### config.mk
export PLATFORM = sky130hd
export DESIGN_NAME = whf_front
export DESIGN_NICKNAME = d
export VERILOG_FILES = /design/src/hw/rtl/whf_pkg.sv /design/src/hw/rtl/whf_front.sv
export SDC_FILE = /design/constraint.sdc
export NUM_CORES = 1
export LEC_CHECK = 0
export BUFFER_PORTS_ARGS = -buffer_cell sky130_fd_sc_hd__clkbuf_2
export CAP_MARGIN = 25
export CORE_MARGIN = 10
export CORE_UTILIZATION = 45
export CTS_CLUSTER_DIAMETER = 60
export DETAILED_ROUTE_END_ITERATION = 10
export GPL_TIMING_DRIVEN = 0
export PLACE_DENSITY = 0.79
export SYNTH_ARGS = -nofsm -noshare
export SYNTH_HDL_FRONTEND = slang
export SYNTH_SLANG_ARGS = --single-unit
### constraint.sdc
create_clock -name clock -period 10.7 [get_ports clock]
set_input_delay 2.675 -clock clock [delete_from_list [all_inputs] [get_ports clock]]
set_output_delay 2.675 -clock clock [all_outputs]
set_load 0.05 [all_outputs]
### src/hw/rtl/whf_pkg.sv
`timescale 1ns / 1ps
package whf_pkg;

   localparam int MAX_WAYPOINTS_DEF = 64;
   localparam int CORDIC_STEPS_DEF  = 16;
   localparam int TABLE_LEN         = 24;

   // cordic datapath width, covers gain and pre-turn of the widest vector
   localparam int CW = 38;

   localparam int CSR_INDEX_W = 3;
   localparam int CSR_DATA_W  = 32;

   localparam logic [CSR_INDEX_W-1:0] REG_ARRIVE_RADIUS     = 3'd0;
   localparam logic [CSR_INDEX_W-1:0] REG_HEADING_TOLERANCE = 3'd1;
   localparam logic [CSR_INDEX_W-1:0] REG_FAST_SPEED        = 3'd2;
   localparam logic [CSR_INDEX_W-1:0] REG_SLOW_SPEED        = 3'd3;
   localparam logic [CSR_INDEX_W-1:0] REG_HEADING_GAIN      = 3'd4;

   localparam logic [30:0] ARRIVE_RADIUS_RST     = 31'd19661;
   localparam logic [14:0] HEADING_TOLERANCE_RST = 15'd4915;
   localparam logic [15:0] FAST_SPEED_RST        = 16'd1638;
   localparam logic [15:0] SLOW_SPEED_RST        = 16'd205;
   localparam logic [11:0] HEADING_GAIN_RST      = 12'd384;

   localparam logic signed [17:0] ANG_PI      = 18'sd25736;
   localparam logic signed [17:0] ANG_TWO_PI  = 18'sd51472;
   localparam logic signed [15:0] ANG_HALF_PI = 16'sd12868;

   typedef enum logic [1:0] {
      OP_CLEAR  = 2'd0,
      OP_APPEND = 2'd1,
      OP_ODOM   = 2'd2,
      OP_TICK   = 2'd3
   } op_type;

   typedef enum logic [2:0] {
      ST_NO_PATH  = 3'd0,
      ST_REACHED  = 3'd1,
      ST_COMMAND  = 3'd2,
      ST_POSE     = 3'd3,
      ST_CLEARED  = 3'd4,
      ST_STORED   = 3'd5,
      ST_DROPPED  = 3'd6
   } status_type;

   typedef struct packed {
      op_type             op;
      logic signed [31:0] waypoint_x;
      logic signed [31:0] waypoint_y;
      logic signed [31:0] robot_x;
      logic signed [31:0] robot_y;
      logic signed [15:0] quat_x;
      logic signed [15:0] quat_y;
      logic signed [15:0] quat_z;
      logic signed [15:0] quat_w;
   } item_type;

   typedef struct packed {
      logic [30:0] arrive_radius;
      logic [14:0] heading_tolerance;
      logic [15:0] fast_speed;
      logic [15:0] slow_speed;
      logic [11:0] heading_gain;
   } cfg_type;

   typedef struct packed {
      logic               command_valid;
      logic [15:0]        linear_speed;
      logic signed [15:0] angular_rate;
      status_type         status;
   } result_type;

   function automatic logic signed [15:0] atan_entry(input logic [4:0] i);
      logic signed [15:0] a;
      unique case (i)
         5'd0:  a = 16'sd6434;
         5'd1:  a = 16'sd3798;
         5'd2:  a = 16'sd2007;
         5'd3:  a = 16'sd1019;
         5'd4:  a = 16'sd511;
         5'd5:  a = 16'sd256;
         5'd6:  a = 16'sd128;
         5'd7:  a = 16'sd64;
         5'd8:  a = 16'sd32;
         5'd9:  a = 16'sd16;
         5'd10: a = 16'sd8;
         5'd11: a = 16'sd4;
         5'd12: a = 16'sd2;
         5'd13: a = 16'sd1;
         default: a = 16'sd0;
      endcase
      return a;
   endfunction

endpackage

### src/hw/rtl/whf_front.sv
`timescale 1ns / 1ps
module whf_front (
   input  logic               clock,
   input  logic               reset,
   input  logic               in_valid,
   output logic               in_ready,
   input  logic [1:0]         in_op,
   input  logic [191:0]       in_data,
   output logic               q_valid,
   input  logic               q_pop,
   output whf_pkg::item_type  q_item
);

   whf_pkg::item_type entry_ff [2];
   logic              wr_ptr_ff, wr_ptr_in;
   logic              rd_ptr_ff, rd_ptr_in;
   logic [1:0]        count_ff, count_in;
   whf_pkg::item_type decoded;
   logic              push, pop;

   // split the bus into fields, kind comes from tuser
   always_comb begin
      decoded.op         = whf_pkg::op_type'(in_op);
      decoded.waypoint_x = in_data[31:0];
      decoded.waypoint_y = in_data[63:32];
      decoded.robot_x    = in_data[95:64];
      decoded.robot_y    = in_data[127:96];
      decoded.quat_x     = in_data[143:128];
      decoded.quat_y     = in_data[159:144];
      decoded.quat_z     = in_data[175:160];
      decoded.quat_w     = in_data[191:176];
   end

   assign in_ready = (count_ff != 2'd2);
   assign q_valid  = (count_ff != 2'd0);
   assign q_item   = entry_ff[rd_ptr_ff];
   assign push     = in_valid && in_ready;
   assign pop      = q_pop && q_valid;

   always_comb begin
      wr_ptr_in = push ? ~wr_ptr_ff : wr_ptr_ff;
      rd_ptr_in = pop ? ~rd_ptr_ff : rd_ptr_ff;
      count_in  = count_ff + {1'b0, push} - {1'b0, pop};
   end

   always_ff @(posedge clock) begin
      if (reset) begin
         wr_ptr_ff <= 1'b0;
         rd_ptr_ff <= 1'b0;
         count_ff  <= 2'd0;
      end else begin
         wr_ptr_ff <= wr_ptr_in;
         rd_ptr_ff <= rd_ptr_in;
         count_ff  <= count_in;
      end
   end

   always_ff @(posedge clock) begin
      if (push) begin
         entry_ff[wr_ptr_ff] <= decoded;
      end
   end

endmodule

==> flow_metrics.tcl, run 1 <==
set metrics [dict create \
    drt_drc 0 \
    buffer_ports.inserted 393 \
    min_path_type "reg -> reg" \
    ff_to_ff_setup_slack_ns 8.30 \
    drt_iter0_markers 352 \
    min_period_ns 4.633 \
    cts_hold_buf 0 \
    postRouteWirelength_mm 33.01 \
    setup_viol 0 \
    synth_seq_cells 393 \
    die_extent_in_x_um 201.9 \
    clock_root_cell "clkbuf_16" \
    tritoncts "done" \
    gpl.final_weighted_congestion 0.7613 \
    leakagePower_nw 7.480 \
    worst_r2r_path_depth 6 \
    timing_max_transition_violations_final 0 \
    slew_headroom_pct 49.41 \
    syn-num-nets 828 \
    yosys-top-cells-area "edfxtp_1 (78%), mux2_4 (16%), mux2_2 (2.6%)" \
    timing.hold.worst_path_depth 2 \
    power_density_nw_per_um2 274.8 \
    grt_first_pass_wirelength_mm 48.91 \
    route.vias.total 7520 \
    cp_cell_sequence "buf_6 -> buf_6 -> buf_6 -> mux2_4 -> clkbuf_2" \
    synth_warnings 0 \
    timing_worst_setup_path_type "reg -> out" \
    outcome "finished, final reports clean" \
    synth_commonest_cells "edfxtp_1 (388), mux2_4 (160), mux2_2 (35), buf_6 (18)" \
    fin_worst_skew_ns 0.01279 \
    final_layout_size_suffix_gt1_share_pct 61.41 \
    period_share_pct 43.30 \
    grt_antenna_before_repair 5 \
    path_depth 5 \
    cp-start-kind "flop" \
    first_global_vias 8047 \
    seq_area_um2 11750 \
    combined_area_of_the_multi_input_logic_cells_um2 2922 \
    dpl.hpwl_mm 24.26 \
    ports 394 \
    design.core.area_um2 32620 \
    synth_sequential_area_ratio_pct 78.88 \
    synth_area_per_cell_um2 23.72 \
    hold_viol_final 0 \
    cp_slowest_stage_delay_ns 0.36 \
    vias_per_cell 4.852 \
    postLayoutCoreUtil_pct 58.01 \
    maximum_number_of_pins_on_one_net_before_global_route_repair 67 \
    critPathRequiredTime_ns 8.03 \
    antenna_violating_nets_post_route 0 \
    clock-sinks 393 \
    maxClockFrequency_ghz 0.2158 \
    timing.critical_path.mode_cell "buf_6" \
    clock_insertion_delay_worst_skew_ns 0.52 \
    rsz0062_at_grt "false" \
    synth_top_cell_by_area "edfxtp_1" \
    synth_edf_count 388 \
    effective_utilization_at_floorplan_pct 45.67 \
    cts_bufs_inserted 42 \
    crit_path_top_delay_cell "mux2_4" \
    worst_setup_path_end_kind "output port" \
    die_h_um 201.9 \
    grt.total_usage_pct 15.49 \
    wl_per_cell_um 21.30 \
    synth.top_cell.area_share_pct 78.21 \
    cts-resized-gates 0 \
    cap_viol_max_count 0 \
    clk_slew_on_worst_s_h_paths_ns 0.06 \
    fin_setup_tns_ns 0 \
    gr-total-overflow 0 \
    rows 66 \
    yosys.cell_count.top_type "edfxtp_1" \
    worstPathArrival_ns 1.96 \
    worst_path_dominant_cell_family "buffers and inverters" \
    cts.repair_timing.setup_buffer_count 0 \
    clk_path_buf_depth 3 \
    ys_async_sr_fraction_pct 0 \
    area_growth_syn_to_layout_pct 27.03 \
    synth_top_flop_cell "edfxtp_1" \
    firstDrtPassIters 6 \
    htree_levels 2 \
    final_net_count 1274 \
    fillerInstances 2390 \
    worst_pin_slew_ns 0.7571 \
    die-area_um2 40780 \
    cp_max_fo 10 \
    largest_voltage_drop_on_the_vdd_net_mv 0.1881 \
    synth_area_um2 14900 \
    synthesis.instances 628 \
    synth_cell_types 18 \
    crit_buf_inv 4 \
]
[sequential cells by signal, summed over array words and instances (netlist names), named ones only]
name,count
entry_ff,388
count_ff,2
wr_ptr_ff,1
rd_ptr_ff,1
[cells by family after synthesis]
logic type      synth area share (%)
xor+xnor                      0.1764
compound gates               0.05041
simple gates                  0.3612
mux                            18.77
fa+ha+maj                     0.1680
buf+inv                        1.587
flops                          78.88
[report_power, final]
group	total (mW)	switching, mW	leakage (nW)	internal (mW)
Sequential	1.98	0.0481	3.67	1.93
Clock	1.33	0.545	0.628	0.787
Combinational	1.89	1.30	3.19	0.594
Total	5.20	1.89	7.48	3.31
[tightest hold or removal path: cells and delay by family (launching register included)]
kind,cells,cell delay [ns]
XOR/XNOR,1,0.08
flip-flops,1,0.32
AND/OR/NAND/NOR,1,0.08
[cells in the final DEF, fill, tap and decap left out, types with 3 or more instances in the layout]
master,Yosys,layout
buf_12,0,7
buf_2,3,3
buf_6,18,18
clkbuf_1,0,8
clkbuf_16,0,45
clkbuf_2,0,393
clkinv_1,0,10
clkinv_2,0,6
dfxtp_1,5,5
diode_2,0,4
edfxtp_1,388,388
mux2_2,35,35
mux2_4,160,160
nor2_1,5,4
[metal layers]
metal,vias to the layer above,GRT usage [%],wire (µm)
met2,306,26.48,16510
li1,3407,-,-
met3,56,6.189,3272
met1,3751,17.21,12470
met5,-,0,0
met4,0,5.369,755
[stage by stage]
| step | std cells | power (mW) | area, µm² | hold slack (ns) | setup slack, ns |
|---|---|---|---|---|---|
| 2_1_floorplan | 628 | 3.514 | 14900 | 0.4810 | 2.407 |
| 3_3_place_gp | 1463 | 3.924 | 17420 | 0.4934 | -0.3638 |
| 3_5_place_dp | 1472 | 3.920 | 17620 | 0.5000 | 6.070 |
| 4_1_cts | 1546 | 5.264 | 18910 | 0.5127 | 6.012 |
| 5_1_grt | 1549 | 5.393 | 18920 | 0.5392 | 5.982 |
| 6_report | 1550 | 5.201 | 18920 | 0.5060 | 6.067 |
[cell type report]
| type | instances | share of cell area, % |
|---|---|---|
| Buffer | 22 | 1.230 |
| Clock buffer | 53 | 6.110 |
| Clock inverter | 21 | 0.7009 |
| Antenna cell | 4 | 0.05290 |
| Inverter | 1 | 0.01984 |
| Sequential cell | 393 | 62.10 |
| Timing Repair Buffer | 402 | 11.43 |
| Tap cell | 442 | 2.923 |
| Multi-Input combinational cell | 212 | 15.44 |
[final timing paths]
| path | start | to |
|---|---|---|
| worst max-delay path | flop | q_item[165] |
| worst min-delay path | rd_ptr_ff$_SDFFE_PP0P_ | flop |
| worst min register to register | rd_ptr_ff$_SDFFE_PP0P_ | flop |
| worst max register to register | count_ff[0]$_SDFF_PP0_ | entry_ff[0][72]$_DFFE_PP_ |
No activity file was read; power rests on OpenSTA's default activity.
==> run 2: changes to the inputs <==
--- a/config.mk
+++ b/config.mk
@@ -12,7 +12,7 @@
 export CTS_CLUSTER_DIAMETER = 60
 export DETAILED_ROUTE_END_ITERATION = 10
 export GPL_TIMING_DRIVEN = 0
-export PLACE_DENSITY = 0.79
+export PLACE_DENSITY = 0.76
 export SYNTH_ARGS = -nofsm -noshare
 export SYNTH_HDL_FRONTEND = slang
 export SYNTH_SLANG_ARGS = --single-unit
==> constraint.sdc (replaced) <==
create_clock -name clock -period 4.8 [get_ports clock]
set_input_delay 1.2 -clock clock [delete_from_list [all_inputs] [get_ports clock]]
set_output_delay 1.2 -clock clock [all_outputs]
set_load 0.05 [all_outputs]
==> run 2 against run 1 <==
  * Die area did not move
  * Clock-buffer cell count shrank 5
  * Sequential share of layout area down 0.56 points
  * Sequential power grew 120%
  * Clock power up 150%
  * Worst hold slack improved by 0.010 ns
  * Critical path depth stayed put
  * Non-clock buffer count rose by 1
  * Sequential cell count unchanged
  * Largest cell class unchanged
  * Global-route usage increased by 0.37 points
  * Core utilization increased by 0.53 points
==> flow_metrics.tcl, run 2 (synthesized netlist as in run 1, its figures left out) <==
set metrics [dict create \
    timing_worst_setup_path_type "reg -> out" \
    final_net_count 1276 \
    gr-usage-met2_pct 26.27 \
    dpl.hpwl_mm 24.36 \
    worst_setup_path_end_kind "output port" \
    effective_utilization_at_floorplan_pct 45.67 \
    htree_levels 2 \
    cts-resized-gates 0 \
    worst_pin_slew_ns 0.5965 \
    leakagePower_nw 7.566 \
    design.core.area_um2 32620 \
    timing_max_transition_violations_final 0 \
    cap_viol_max_count 0 \
    slew_headroom_pct 60.23 \
    fin_worst_skew_ns 0.01603 \
    clock_insertion_delay_worst_skew_ns 0.54 \
    cts.repair_timing.setup_buffer_count 0 \
    grt-busiest-layer "met2" \
    min_path_type "reg -> reg" \
    layout.cells.most_common_list "clkbuf_2 (393), edfxtp_1 (388), mux2_4 (160)" \
    final_layout_size_suffix_gt1_share_pct 61.62 \
    mostFrequentLayoutCell "clkbuf_2" \
    ports 394 \
    clock-sinks 393 \
    setup_viol 0 \
    power_density_nw_per_um2 625.0 \
    global_route.usage.met3_pct 6.685 \
    route.vias.total 7570 \
    firstDrtPassIters 4 \
    postRouteWirelength_mm 33.42 \
    drt_iter0_markers 323 \
    gr-usage-met1_pct 18.19 \
    critPathRequiredTime_ns 3.60 \
    vias_per_cell 4.868 \
    grt_first_pass_wirelength_mm 49.92 \
    cp_max_fo 10 \
    cts_hold_buf 0 \
    period_share_pct 66.54 \
    gpl.final_weighted_congestion 0.7307 \
    postLayoutCoreUtil_pct 58.54 \
    grt_antenna_before_repair 3 \
    die_extent_in_x_um 201.9 \
    antenna_violating_nets_post_route 0 \
    grt.total_usage_pct 15.86 \
    rows 66 \
    gr-total-overflow 0 \
    die_h_um 201.9 \
    numPlacedInstances 1473 \
    first_global_vias 8211 \
    clk_path_buf_depth 3 \
    area_growth_syn_to_layout_pct 28.19 \
    largest_voltage_drop_on_the_vdd_net_mv 0.4508 \
    rsz0062_at_grt "false" \
    reg.largest.list "entry_ff: 388 flops, count_ff: 2 flops" \
    maxClockFrequency_ghz 0.3131 \
    die-area_um2 40780 \
    clock_root_cell "clkbuf_16" \
    buffer_ports.inserted 393 \
    hold_viol_final 0 \
    fillerInstances 2366 \
    outcome "finished, final reports clean" \
    cp-start-kind "flop" \
    wl_per_cell_um 21.49 \
    clk_slew_on_worst_s_h_paths_ns 0.06 \
    worstPathArrival_ns 1.99 \
    instances_no_fill 1555 \
    tritoncts "done" \
    maximum_number_of_pins_on_one_net_before_global_route_repair 64 \
    registers.top_by_ff_count "entry_ff" \
    cts_bufs_inserted 43 \
    min_period_ns 3.194 \
    drt_drc 0 \
    largest_register_ffs 388 \
]
## run 2: changes by cell type in the layout (fill, tap and decap cells not counted), sizes merged
cell,before,now
clkinvlp,2,1
inv,3,5
diode,4,3
buf,31,32
clkinv,16,19
clkbuf,446,441
bufinv,1,7
## run 2: final cells by class
type	count	area (µm²)	share of cell area, %
antenna	3	7.507	0.03931
buffer	22	232.7	1.219
clock buffer	48	1095	5.733
clock inverter	31	334.1	1.749
inverter	1	3.754	0.01966
multi-input combinational	212	2922	15.30
sequential	393	11750	61.54
tap	442	553.0	2.896
timing repair buffer	403	2197	11.51
## run 2: metrics by stage
stage | setup TNS (ns) | cell area [µm²] | hold WS [ns] | power (mW) | setup slack [ns]
4_1_cts | 0 | 19090 | 0.5254 | 12.09 | 1.512
3_5_place_dp | 0 | 17660 | 0.5061 | 8.755 | 1.656
2_1_floorplan | 0 | 14910 | 0.4810 | 7.784 | 0.1641
5_1_grt | 0 | 19090 | 0.5633 | 12.37 | 1.478
3_3_place_gp | -409.17 | 17430 | 0.4934 | 8.683 | -1.532
6_report | 0 | 19100 | 0.5162 | 11.93 | 1.606
## run 2: power breakdown
part           internal (mW)  switching [mW]  total (mW)
clock                   2.02            1.27        3.29
combinational           1.34            2.89        4.23
sequential              4.31           0.109        4.41
total                   7.66            4.27        11.9
## run 2: worst paths after layout
check | start | to | slack [ns] | cells past startpoint
hold / removal | rd_ptr_ff$_SDFFE_PP0P_ | rd_ptr_ff$_SDFFE_PP0P_ | 0.52 | 2
setup / recovery | flop | q_item[50] | 1.61 | 5
setup reg to reg | count_ff[0]$_SDFF_PP0_ | entry_ff[0][117]$_DFFE_PP_ | 2.41 | 7
hold reg to reg | rd_ptr_ff$_SDFFE_PP0P_ | rd_ptr_ff$_SDFFE_PP0P_ | 0.52 | 2
## run 2: critical path: stages (launching register included)
cell and delay [ns]:
dfxtp_1 0.32, buf_6 0.12, buf_8 0.19, buf_6 0.22, mux2_4 0.33, clkbuf_2 0.25
## run 2: per-layer routing
metal / vias to the layer above / part of all wire, % / wire, µm
met1: 3767 / 38 / 12540
met5: - / 0.060 / 20
met3: 61 / 11 / 3521
met2: 315 / 49 / 16450
met4: 2 / 2.7 / 888
li1: 3425 / - / -
